### config.mk
export PLATFORM = sky130hd
export DESIGN_NAME = serial_command_packet_framer_top
export DESIGN_NICKNAME = d
export VERILOG_FILES = /design/src/rtl/scpf_pkg.sv /design/src/rtl/serial_command_packet_framer_top.sv
export SDC_FILE = /design/constraint.sdc
export NUM_CORES = 1
export LEC_CHECK = 0
export BUFFER_PORTS_ARGS = -buffer_cell sky130_fd_sc_hd__buf_2
export CAP_MARGIN = 20
export CORE_UTILIZATION = 47
export DETAILED_ROUTE_END_ITERATION = 8
export PLACE_DENSITY_LB_ADDON = 0.12
export SLEW_MARGIN = 10
export SYNTH_ARGS = -nofsm -noshare
export SYNTH_HDL_FRONTEND = slang
export SYNTH_SLANG_ARGS = --single-unit
### constraint.sdc
create_clock -name clk -period 6 [get_ports clk]
set_input_delay 0.6 -clock clk [delete_from_list [all_inputs] [get_ports clk]]
set_output_delay 0.6 -clock clk [all_outputs]
set_load 0.02 [all_outputs]
### src/rtl/scpf_pkg.sv
package scpf_pkg;

  // action codes
  localparam logic ACT_BYTE = 1'b0;
  localparam logic ACT_POLL = 1'b1;

  // command kinds
  localparam logic [1:0] KIND_OTHER   = 2'd0;
  localparam logic [1:0] KIND_AVOID   = 2'd1;
  localparam logic [1:0] KIND_PARKING = 2'd2;

  localparam int unsigned PKT_MAX = 4;

  // byte values
  localparam logic [7:0] RAW_AVOID   = 8'h01;
  localparam logic [7:0] RAW_PARKING = 8'h02;
  localparam logic [7:0] CHAR_CR     = 8'h0D;
  localparam logic [7:0] CHAR_LF     = 8'h0A;
  localparam logic [7:0] CHAR_0      = 8'h30;
  localparam logic [7:0] CHAR_1      = 8'h31;
  localparam logic [7:0] CHAR_2      = 8'h32;
  localparam logic [7:0] CHAR_X_LO   = 8'h78;
  localparam logic [7:0] CHAR_X_UP   = 8'h58;

  typedef struct packed {
    logic       action;
    logic [7:0] rx_data;
  } scpf_in_t;

  typedef struct packed {
    logic       packet_valid;
    logic [2:0] packet_length;
    logic [1:0] command_kind;
  } scpf_out_t;

endpackage

### src/rtl/serial_command_packet_framer_top.sv
// Serial command packet framer. Each item on the cmd channel is either a
// received byte (action 0) or a poll (action 1). Bytes build a packet of up
// to four bytes: a raw 0x01 or 0x02 byte is a whole packet by itself, CR or
// LF closes a non-empty packet, and "01", "02" or four characters complete
// one; bytes arriving while a finished packet waits are dropped. Every poll
// gives exactly one item on the res channel: the waiting packet's length and
// kind (avoid for 0x01/"01"/"0x01", parking for 0x02/"02"/"0x02", upper- or
// lower-case x, else other), or an all-zero item when nothing waits. Bytes
// give no result. One item is taken per clock cycle while cmd_ready is high;
// the framing state is updated in the cycle of acceptance. A poll's result
// goes to the result register on the output, or to the one skid register
// behind it while the result register holds a result not yet taken, so
// cmd_ready only drops when two results are held back by res_ready low.
module serial_command_packet_framer_top
  import scpf_pkg::*;
(
  input  logic      clk,
  input  logic      rst,
  input  logic      cmd_valid,
  output logic      cmd_ready,
  input  scpf_in_t  cmd,
  output logic      res_valid,
  input  logic      res_ready,
  output scpf_out_t res
);

  // framing state
  logic [7:0] packet_bytes [PKT_MAX];
  logic [7:0] packet_bytes_next [PKT_MAX];
  logic [2:0] byte_count, byte_count_next;
  logic       packet_waiting, packet_waiting_next;

  // output register and skid stage
  scpf_out_t  out_reg, skid_reg;
  logic       out_valid, skid_valid;

  logic       cmd_fire, push, pop;
  scpf_out_t  result;

  assign cmd_ready = !skid_valid;
  assign cmd_fire  = cmd_valid && cmd_ready;
  assign push      = cmd_fire && (cmd.action == ACT_POLL);
  assign pop       = out_valid && res_ready;
  assign res_valid = out_valid;
  assign res       = out_reg;

  // kind of the packet currently held
  logic [1:0] kind;
  always_comb begin
    kind = KIND_OTHER;
    if (byte_count == 3'd1) begin
      if (packet_bytes[0] == RAW_AVOID)        kind = KIND_AVOID;
      else if (packet_bytes[0] == RAW_PARKING) kind = KIND_PARKING;
    end else if (byte_count == 3'd2 && packet_bytes[0] == CHAR_0) begin
      if (packet_bytes[1] == CHAR_1)      kind = KIND_AVOID;
      else if (packet_bytes[1] == CHAR_2) kind = KIND_PARKING;
    end else if (byte_count == 3'd4 && packet_bytes[0] == CHAR_0 &&
                 (packet_bytes[1] == CHAR_X_LO || packet_bytes[1] == CHAR_X_UP) &&
                 packet_bytes[2] == CHAR_0) begin
      if (packet_bytes[3] == CHAR_1)      kind = KIND_AVOID;
      else if (packet_bytes[3] == CHAR_2) kind = KIND_PARKING;
    end
  end

  // poll result: all zero when nothing waits
  always_comb begin
    result = '0;
    if (packet_waiting) begin
      result.packet_valid  = 1'b1;
      result.packet_length = byte_count;
      result.command_kind  = kind;
    end
  end

  // framing next state
  logic [7:0] d;
  logic [2:0] base_count;
  logic [1:0] idx;
  assign d = cmd.rx_data;

  always_comb begin
    packet_bytes_next   = packet_bytes;
    byte_count_next     = byte_count;
    packet_waiting_next = packet_waiting;
    base_count          = byte_count;
    idx                 = byte_count[1:0];
    if (cmd_fire) begin
      if (cmd.action == ACT_POLL) begin
        if (packet_waiting) begin
          // fetch clears the packet
          for (int i = 0; i < PKT_MAX; i++) packet_bytes_next[i] = '0;
          byte_count_next     = '0;
          packet_waiting_next = 1'b0;
        end
      end else if (!packet_waiting) begin
        if (d == RAW_AVOID || d == RAW_PARKING) begin
          // raw command byte replaces any partial packet
          for (int i = 0; i < PKT_MAX; i++) packet_bytes_next[i] = '0;
          packet_bytes_next[0] = d;
          byte_count_next      = 3'd1;
          packet_waiting_next  = 1'b1;
        end else if (d == CHAR_CR || d == CHAR_LF) begin
          if (byte_count != 3'd0) packet_waiting_next = 1'b1;
        end else begin
          // full packet never sits here unwaited; kept for safety
          if (byte_count[2]) begin
            for (int i = 0; i < PKT_MAX; i++) packet_bytes_next[i] = '0;
            base_count = '0;
          end
          idx = base_count[1:0];
          packet_bytes_next[idx] = d;
          byte_count_next        = base_count + 3'd1;
          if (byte_count_next[2] ||
              (byte_count_next >= 3'd2 && packet_bytes_next[0] == CHAR_0 &&
               (packet_bytes_next[1] == CHAR_1 || packet_bytes_next[1] == CHAR_2)))
            packet_waiting_next = 1'b1;
        end
      end
    end
  end

  always_ff @(posedge clk) begin
    if (rst) begin
      for (int i = 0; i < PKT_MAX; i++) packet_bytes[i] <= '0;
      byte_count     <= '0;
      packet_waiting <= 1'b0;
    end else begin
      packet_bytes   <= packet_bytes_next;
      byte_count     <= byte_count_next;
      packet_waiting <= packet_waiting_next;
    end
  end

  // result register with one skid entry behind it
  always_ff @(posedge clk) begin
    if (rst) begin
      out_valid  <= 1'b0;
      skid_valid <= 1'b0;
    end else if (skid_valid) begin
      if (pop) begin
        skid_valid <= 1'b0;
      end
    end else if (push) begin
      if (out_valid && !pop) begin
        skid_valid <= 1'b1;
      end else begin
        out_valid <= 1'b1;
      end
    end else if (pop) begin
      out_valid <= 1'b0;
    end
  end

  always_ff @(posedge clk) begin
    if (skid_valid) begin
      if (pop) out_reg <= skid_reg;
    end else if (push) begin
      if (out_valid && !pop) skid_reg <= result;
      else                   out_reg  <= result;
    end
  end

endmodule

# Yosys cells after proc, flatten, opt, wreduce, memory -nomap -nowiden
# Cells that the tools add are included.
# op_classes
mul	0
mux	52
reduce_logical	25
eq_ne	26
shift	0
div_mod_pow	0
n_addsub	1
n_bitwise	2
n_lt_le_gt_ge	3
# op_table
cell	n
$mux 32	11
$eq 8x6->1 const B	9
$bwmux 32	1
$mux 3	10
$mux 6	5
$mux 2	10
$demux 8 s2	1
$eq 8x1->1 const B	2
$eq 8x2->1 const B	2
$eq 8x4->1 const B	2
$eq 8x7->1 const B	2
$mux 1	13
$logic_and 1x1->1	11
$reduce_and 3->1	3
$mux 8	1
$ne 2x2->1 const B	3
$logic_or 1x1->1	5
$ne 2x1->1 const B	2
$reduce_and 4->1	1
$reduce_bool 2->1	2
$add 3x1->3 const B	1
$eq 3x1->1 const B	1
$eq 3x2->1 const B	1
$eq 3x3->1 const B	1
other kinds (8)	9
# word_totals
rom_bits	0
n_memories	0
output_inout_bits	8
ramBits	0
latchBits	0
inputBits	13
register_bits	50

# Depth between registers and ports, before layout
# logic_depth
depth_word	22
mapped_depth	10
ltp_nobuf	8

# Least setup slack after synthesis
# OpenSTA, ideal clock, no wires.
# synth_path
path_kind	input to register
startpoint	input port cmd[4] (netlist name)
endpoint	register packet_bytes[25] (netlist name)
required_ps	5883
setup_ps	117
slack_ps	3770
stages	6
n_path_buf	1
t_arrival_ps	2113
cell_sequence	clkbuf_2 or4_4 a211o_4 o21ai_4 nor3_1 a22o_1
# synth_between
elab_chain_len	5
word_cells_on_any_way	11
# synth_rtl
element	line	source
start, declared	serial_command_packet_framer_top.sv:21	input scpf_in_t cmd,
$eq 8x1->1 or $eq 8x2->1 (tied branches)	serial_command_packet_framer_top.sv:96	if (d == RAW_AVOID || d == RAW_PARKING) begin
$logic_or 1x1->1	serial_command_packet_framer_top.sv:96	
$mux 32	serial_command_packet_framer_top.sv:96	
$mux 32	serial_command_packet_framer_top.sv:95	end else if (!packet_waiting) begin
$mux 32	serial_command_packet_framer_top.sv:88	if (cmd.action == ACT_POLL) begin
end signal, assigned	serial_command_packet_framer_top.sv:128	packet_bytes <= packet_bytes_next;
end, declared	serial_command_packet_framer_top.sv:28	logic [7:0] packet_bytes [PKT_MAX];
# Parallel ways exist; a longest one is shown, timed or not. The select of a mux whose other input is x is not followed.
# A chain may end at the register's enable or synchronous reset.

# Final worst setup path
# layout_path
startpoint	register byte_count[2]
endpoint	register packet_waiting
# layout_between
elab_chain_len	21
word_cells_on_any_way	35
# layout_rtl
element	line	source
start, declared	serial_command_packet_framer_top.sv:30	logic [2:0] byte_count, byte_count_next;
start signal, assigned	serial_command_packet_framer_top.sv:129	byte_count <= byte_count_next;
$mux 2	serial_command_packet_framer_top.sv:106	if (byte_count[2]) begin
$mux 3	serial_command_packet_framer_top.sv:102	end else if (d == CHAR_CR || d == CHAR_LF) begin
$mux 3	serial_command_packet_framer_top.sv:96	
$mux 3	serial_command_packet_framer_top.sv:95	
$mux 3	serial_command_packet_framer_top.sv:88	
$mux 3	serial_command_packet_framer_top.sv:87	if (cmd_fire) begin
$not 2->3 (not written as such)	serial_command_packet_framer_top.sv:111	packet_bytes_next[idx] = d;
$ge 3x3->1 (not written as such) or $lt 3x1->1 (tied branches)	serial_command_packet_framer_top.sv:111	
[... 5 more ...]	-	
$logic_and 1x1->1 or $logic_or 1x1->1 (tied branches)	serial_command_packet_framer_top.sv:114, serial_command_packet_framer_top.sv:115	
$logic_and 1x1->1	serial_command_packet_framer_top.sv:114	(byte_count_next >= 3'd2 && packet_bytes_next[0] == CHAR_0 &&
$logic_or 1x1->1	serial_command_packet_framer_top.sv:113	if (byte_count_next[2] ||
$mux 1	serial_command_packet_framer_top.sv:113	
$mux 1 (*)	serial_command_packet_framer_top.sv:102	
$mux 1 (*)	serial_command_packet_framer_top.sv:96	
$mux 1 (*)	serial_command_packet_framer_top.sv:95	
$mux 1 (*)	serial_command_packet_framer_top.sv:88	
end signal, assigned	serial_command_packet_framer_top.sv:130	packet_waiting <= packet_waiting_next;
end, declared	serial_command_packet_framer_top.sv:31	logic packet_waiting, packet_waiting_next;
# Every way passes the cells marked *; elsewhere a longest branch is shown, timed or not. The select of a mux whose other input is x is not followed.

==> flow_summary.ini <==
[status]
status = completed

[logic_synthesis]
ys_warn_count = 0
synth.net_count = 304
synth_cells = 288
synthArstFlopShare_pct = 0
ys_types = 63
ys_seq_elements = 50
synth_area_sq_um = 2694
yosys_most_used_dff = dfxtp_1
syn_area_per_cell_sq_um = 9.354
synth_edf_count = 12
yosysSeqAreaShare_pct = 41.62

[detailed_routing]
wirelength_um = 6428
via_count = 2186
via_per_inst = 5.908
drt-wirelength-per-cell_um = 17.37
dr.first_iter.drc_count = 131
drcViolationCount = 0
ant_nets = 0
drt_pass1_iterations = 4

[critical_path]
crit_buf_inv = 0
arrival_ns = 2.75
worstPathRequired_ns = 6.22
regToRegStartpoint = byte_count[2]$_SDFFE_PP0P_
crit_start = byte_count[2]$_SDFFE_PP0P_
cp_max_fo = 19
reg2reg_depth = 6
cp_top_family = flip-flops
max_stage_delay_ns = 0.74
r2r-end = packet_waiting$_SDFFE_PP0P_
slowest_stage = dfxtp_1
criticalPathCategory = reg -> reg
worst_setup_path_end_kind = flop
crit_chain = nand2b_1 > ha_1 > o21ai_0 > nor3_1 > o2111ai_1 > a21oi_1
start_kind = flop
rrSetupSlack_ns = 3.48

[layout]
insertedDiodeCount = 0
nFillCells = 537
areaGrowthSynthToFinish_pct = 7.013
drive_above_1_share_pct = 17.45
fin_nets = 313
largest_register_ffs = 32
stdcell_count = 370

[hold_path]
hold_depth = 2
hp-start = packet_bytes[13]$_SDFFE_PP0P_
hp-class = reg -> reg
whs_endpoint = packet_bytes[13]$_SDFFE_PP0P_

[clock_network]
h-tree-depth = 2
clock-sinks = 50
clk_pin_slew_worst_paths_ns = 0.09
clk_latency_ns = 0.30
ctsResizeCount = 0
numCtsBuffers = 5
cts_setup_buffers = 0
cts-root-buf = clkbuf_8
cts_max_path_buffers = 2
cts_tree = built
hold_buffers = 0

[global_routing]
grt-ovfl-total = 0
grt_pass1_wl_um = 10390
track_usage_pct = 22.36
grt_max_degree = 23
antenna_found_initial = 0
first_global_vias = 1999

[sta]
finalSetupTns_ns = 0
slew_viol_final = 0
slew_headroom_pct = 48.74
worst_clock_skew_ns = 0.006463
setup_viol = 0
rsz0062_at_grt = no
worst_pin_slew_ns = 0.7619
final-hold-violation-count = 0
fmax_ghz = 0.3963
finalCritPeriodShare_pct = 42.06
finalCriticalPeriod_ns = 2.524

[flow_run]
maxCapViolations = 0

[floorplanning]
num_io_pins = 21
initial_core_util_pct = 48.92
dieWidth_um = 77.71
die_h_um = 77.71
dieArea_sq_um = 6038
coreArea_sq_um = 5507
std_cell_rows = 27

[power]
peakVddDrop_uv = 109.4
total_power_uw = 621.2
clkPwrFrac_pct = 32.7
swShare_pct = 25.51
switchingPower_uw = 158.5
cellPowerDensity_nw_per_um2 = 215.5
internal-power_uw = 462.7
p_leak_uw = 0.0009782
power_frac_seq_pct = 56.6
p_comb_share_pct = 10.7

[placed_design]
dp_hpwl_um = 4502
port-buffer-count = 20
post-place-cells = 362
gp_congestion = 0.8764
cells in the final DEF (no fill, tap or decap), types with 2 or more instances in the layout:
| cell type | netlist | layout |
|---|---|---|
| nor3_1 | 7 | 7 |
| a2bb2oi_2 | 2 | 2 |
| mux2i_1 | 9 | 9 |
| nor2_1 | 19 | 19 |
| clkinv_1 | 2 | 2 |
| o21ai_0 | 7 | 7 |
| nand2_1 | 40 | 40 |
| a22oi_2 | 3 | 3 |
| o2bb2ai_1 | 2 | 2 |
| nor4b_1 | 5 | 5 |
| and2_1 | 4 | 4 |
| mux2_2 | 3 | 3 |
| nand3_1 | 3 | 3 |
| nor3b_1 | 8 | 8 |
| nand2b_1 | 5 | 5 |
| o32ai_1 | 6 | 6 |
| inv_1 | 10 | 10 |
| a22o_1 | 9 | 9 |
| buf_2 | 3 | 20 |
| o211ai_1 | 2 | 2 |
| nor2b_1 | 4 | 4 |
| nor2_2 | 3 | 3 |
| edfxtp_1 | 12 | 12 |
| a21oi_4 | 3 | 3 |
| nand4b_1 | 2 | 2 |
| nor4_1 | 3 | 3 |
| xnor2_1 | 2 | 2 |
| nand4_1 | 4 | 4 |
| nor4bb_1 | 2 | 2 |
| dfxtp_1 | 38 | 38 |
| a2bb2oi_1 | 5 | 5 |
| a21oi_1 | 15 | 15 |
| ha_1 | 3 | 3 |
| and3_1 | 2 | 2 |
| o21bai_1 | 2 | 2 |
| a21boi_0 | 2 | 2 |
| clkbuf_8 | 0 | 6 |
per-layer routing:
layer	share of wire, %	vias to the layer above	GRT usage, %	wire length, um
li1	-	1070	-	-
met1	46	1053	28.98	2969
met2	49	55	37.43	3127
met3	4.1	8	3.765	262
met4	1.1	0	7.736	68
met5	0	-	0	0
tightest hold or removal path, stage by stage (launching register included):
cell     delay [ns]
dfxtp_1        0.32
nand2_1        0.05
mux2i_1        0.05
Yosys cell counts (all sizes together), types with 2 or more instances:
library cell	number	share of area, %
o21ai	8	1.9
nand4b	2	0.65
a31oi	2	1.0
nor3b	8	2.2
a22o	9	2.9
nor3	8	1.7
a2bb2oi	7	2.7
o32ai	6	2.0
or4	2	0.70
nor4bb	2	0.74
ha	3	1.4
a21boi	2	0.56
nand2b	5	1.2
inv	10	1.4
o211ai	2	0.56
nor2b	4	0.93
edfxtp	12	13
nor4b	5	1.6
buf	6	1.7
clkbuf	12	1.8
and2	4	0.93
nand2	40	5.6
nand4	4	0.93
nor4	3	0.70
nor2	22	3.3
o21bai	2	0.56
mux2i	9	3.3
dfxtp	38	28
xnor2	2	0.65
mux2	3	1.3
a22oi	3	1.4
a21oi	18	4.6
and3	3	0.74
clkinv	2	0.28
o2bb2ai	2	0.65
nand3	4	0.93
metrics by stage:
stage               util (%)  cell area [sq um]  setup slack (ns)  hold WS, ns
finish                 52.35               2883             3.476       0.4611
global route           52.35               2883             3.243       0.4891
CTS                    52.35               2883             3.494       0.4633
detailed placement     50.69               2791             3.372       0.4477
global placement       50.69               2791             3.389       0.4417
floorplan                  -               2694             3.770       0.4064
power by group through the flow:
| stage | clock network, uW | registers [uW] | logic (uW) |
|---|---|---|---|
| global route | 222 | 353 | 71.9 |
| floorplan | 0 | 361 | 47.3 |
| finish | 203 | 352 | 66.4 |
| detailed placement | 0 | 360 | 65.8 |
| CTS | 207 | 352 | 66.2 |
| global placement | 0 | 359 | 65.6 |
layout make-up:
type / instances / area (sq um) / area share [%]
clock buffers: 7 / 86.33 / 2.995
well taps: 72 / 90.09 / 3.125
repair buffers: 20 / 100.1 / 3.472
flip-flops and latches: 50 / 1121 / 38.89
multi-input cells: 208 / 1435 / 49.78
clock inverters: 1 / 5.005 / 0.1736
inverters: 12 / 45.04 / 1.563
logic make-up after synthesis:
kind of cell / share of synthesized area (%)
DFF: 41.62
buffers and inverters: 5.109
xor gates and xnor gates: 0.9756
and+or+nand+nor: 24.01
AOI/OAI and AO/OA: 22.29
muxes: 4.598
adders and majority gates: 1.394
worst max path at each step:
stage	to	slack [ns]	depth (start not counted)
global route	packet_waiting$_SDFFE_PP0P_	3.24	6
global placement	packet_bytes[24]$_SDFFE_PP0P_	3.39	6
floorplan	packet_bytes[25]$_SDFFE_PP0P_	3.77	6
detailed placement	packet_bytes[25]$_SDFFE_PP0P_	3.37	6
CTS	packet_waiting$_SDFFE_PP0P_	3.49	6
finish	packet_waiting$_SDFFE_PP0P_	3.48	6
Note: power is estimated with default switching activity, not from simulation.
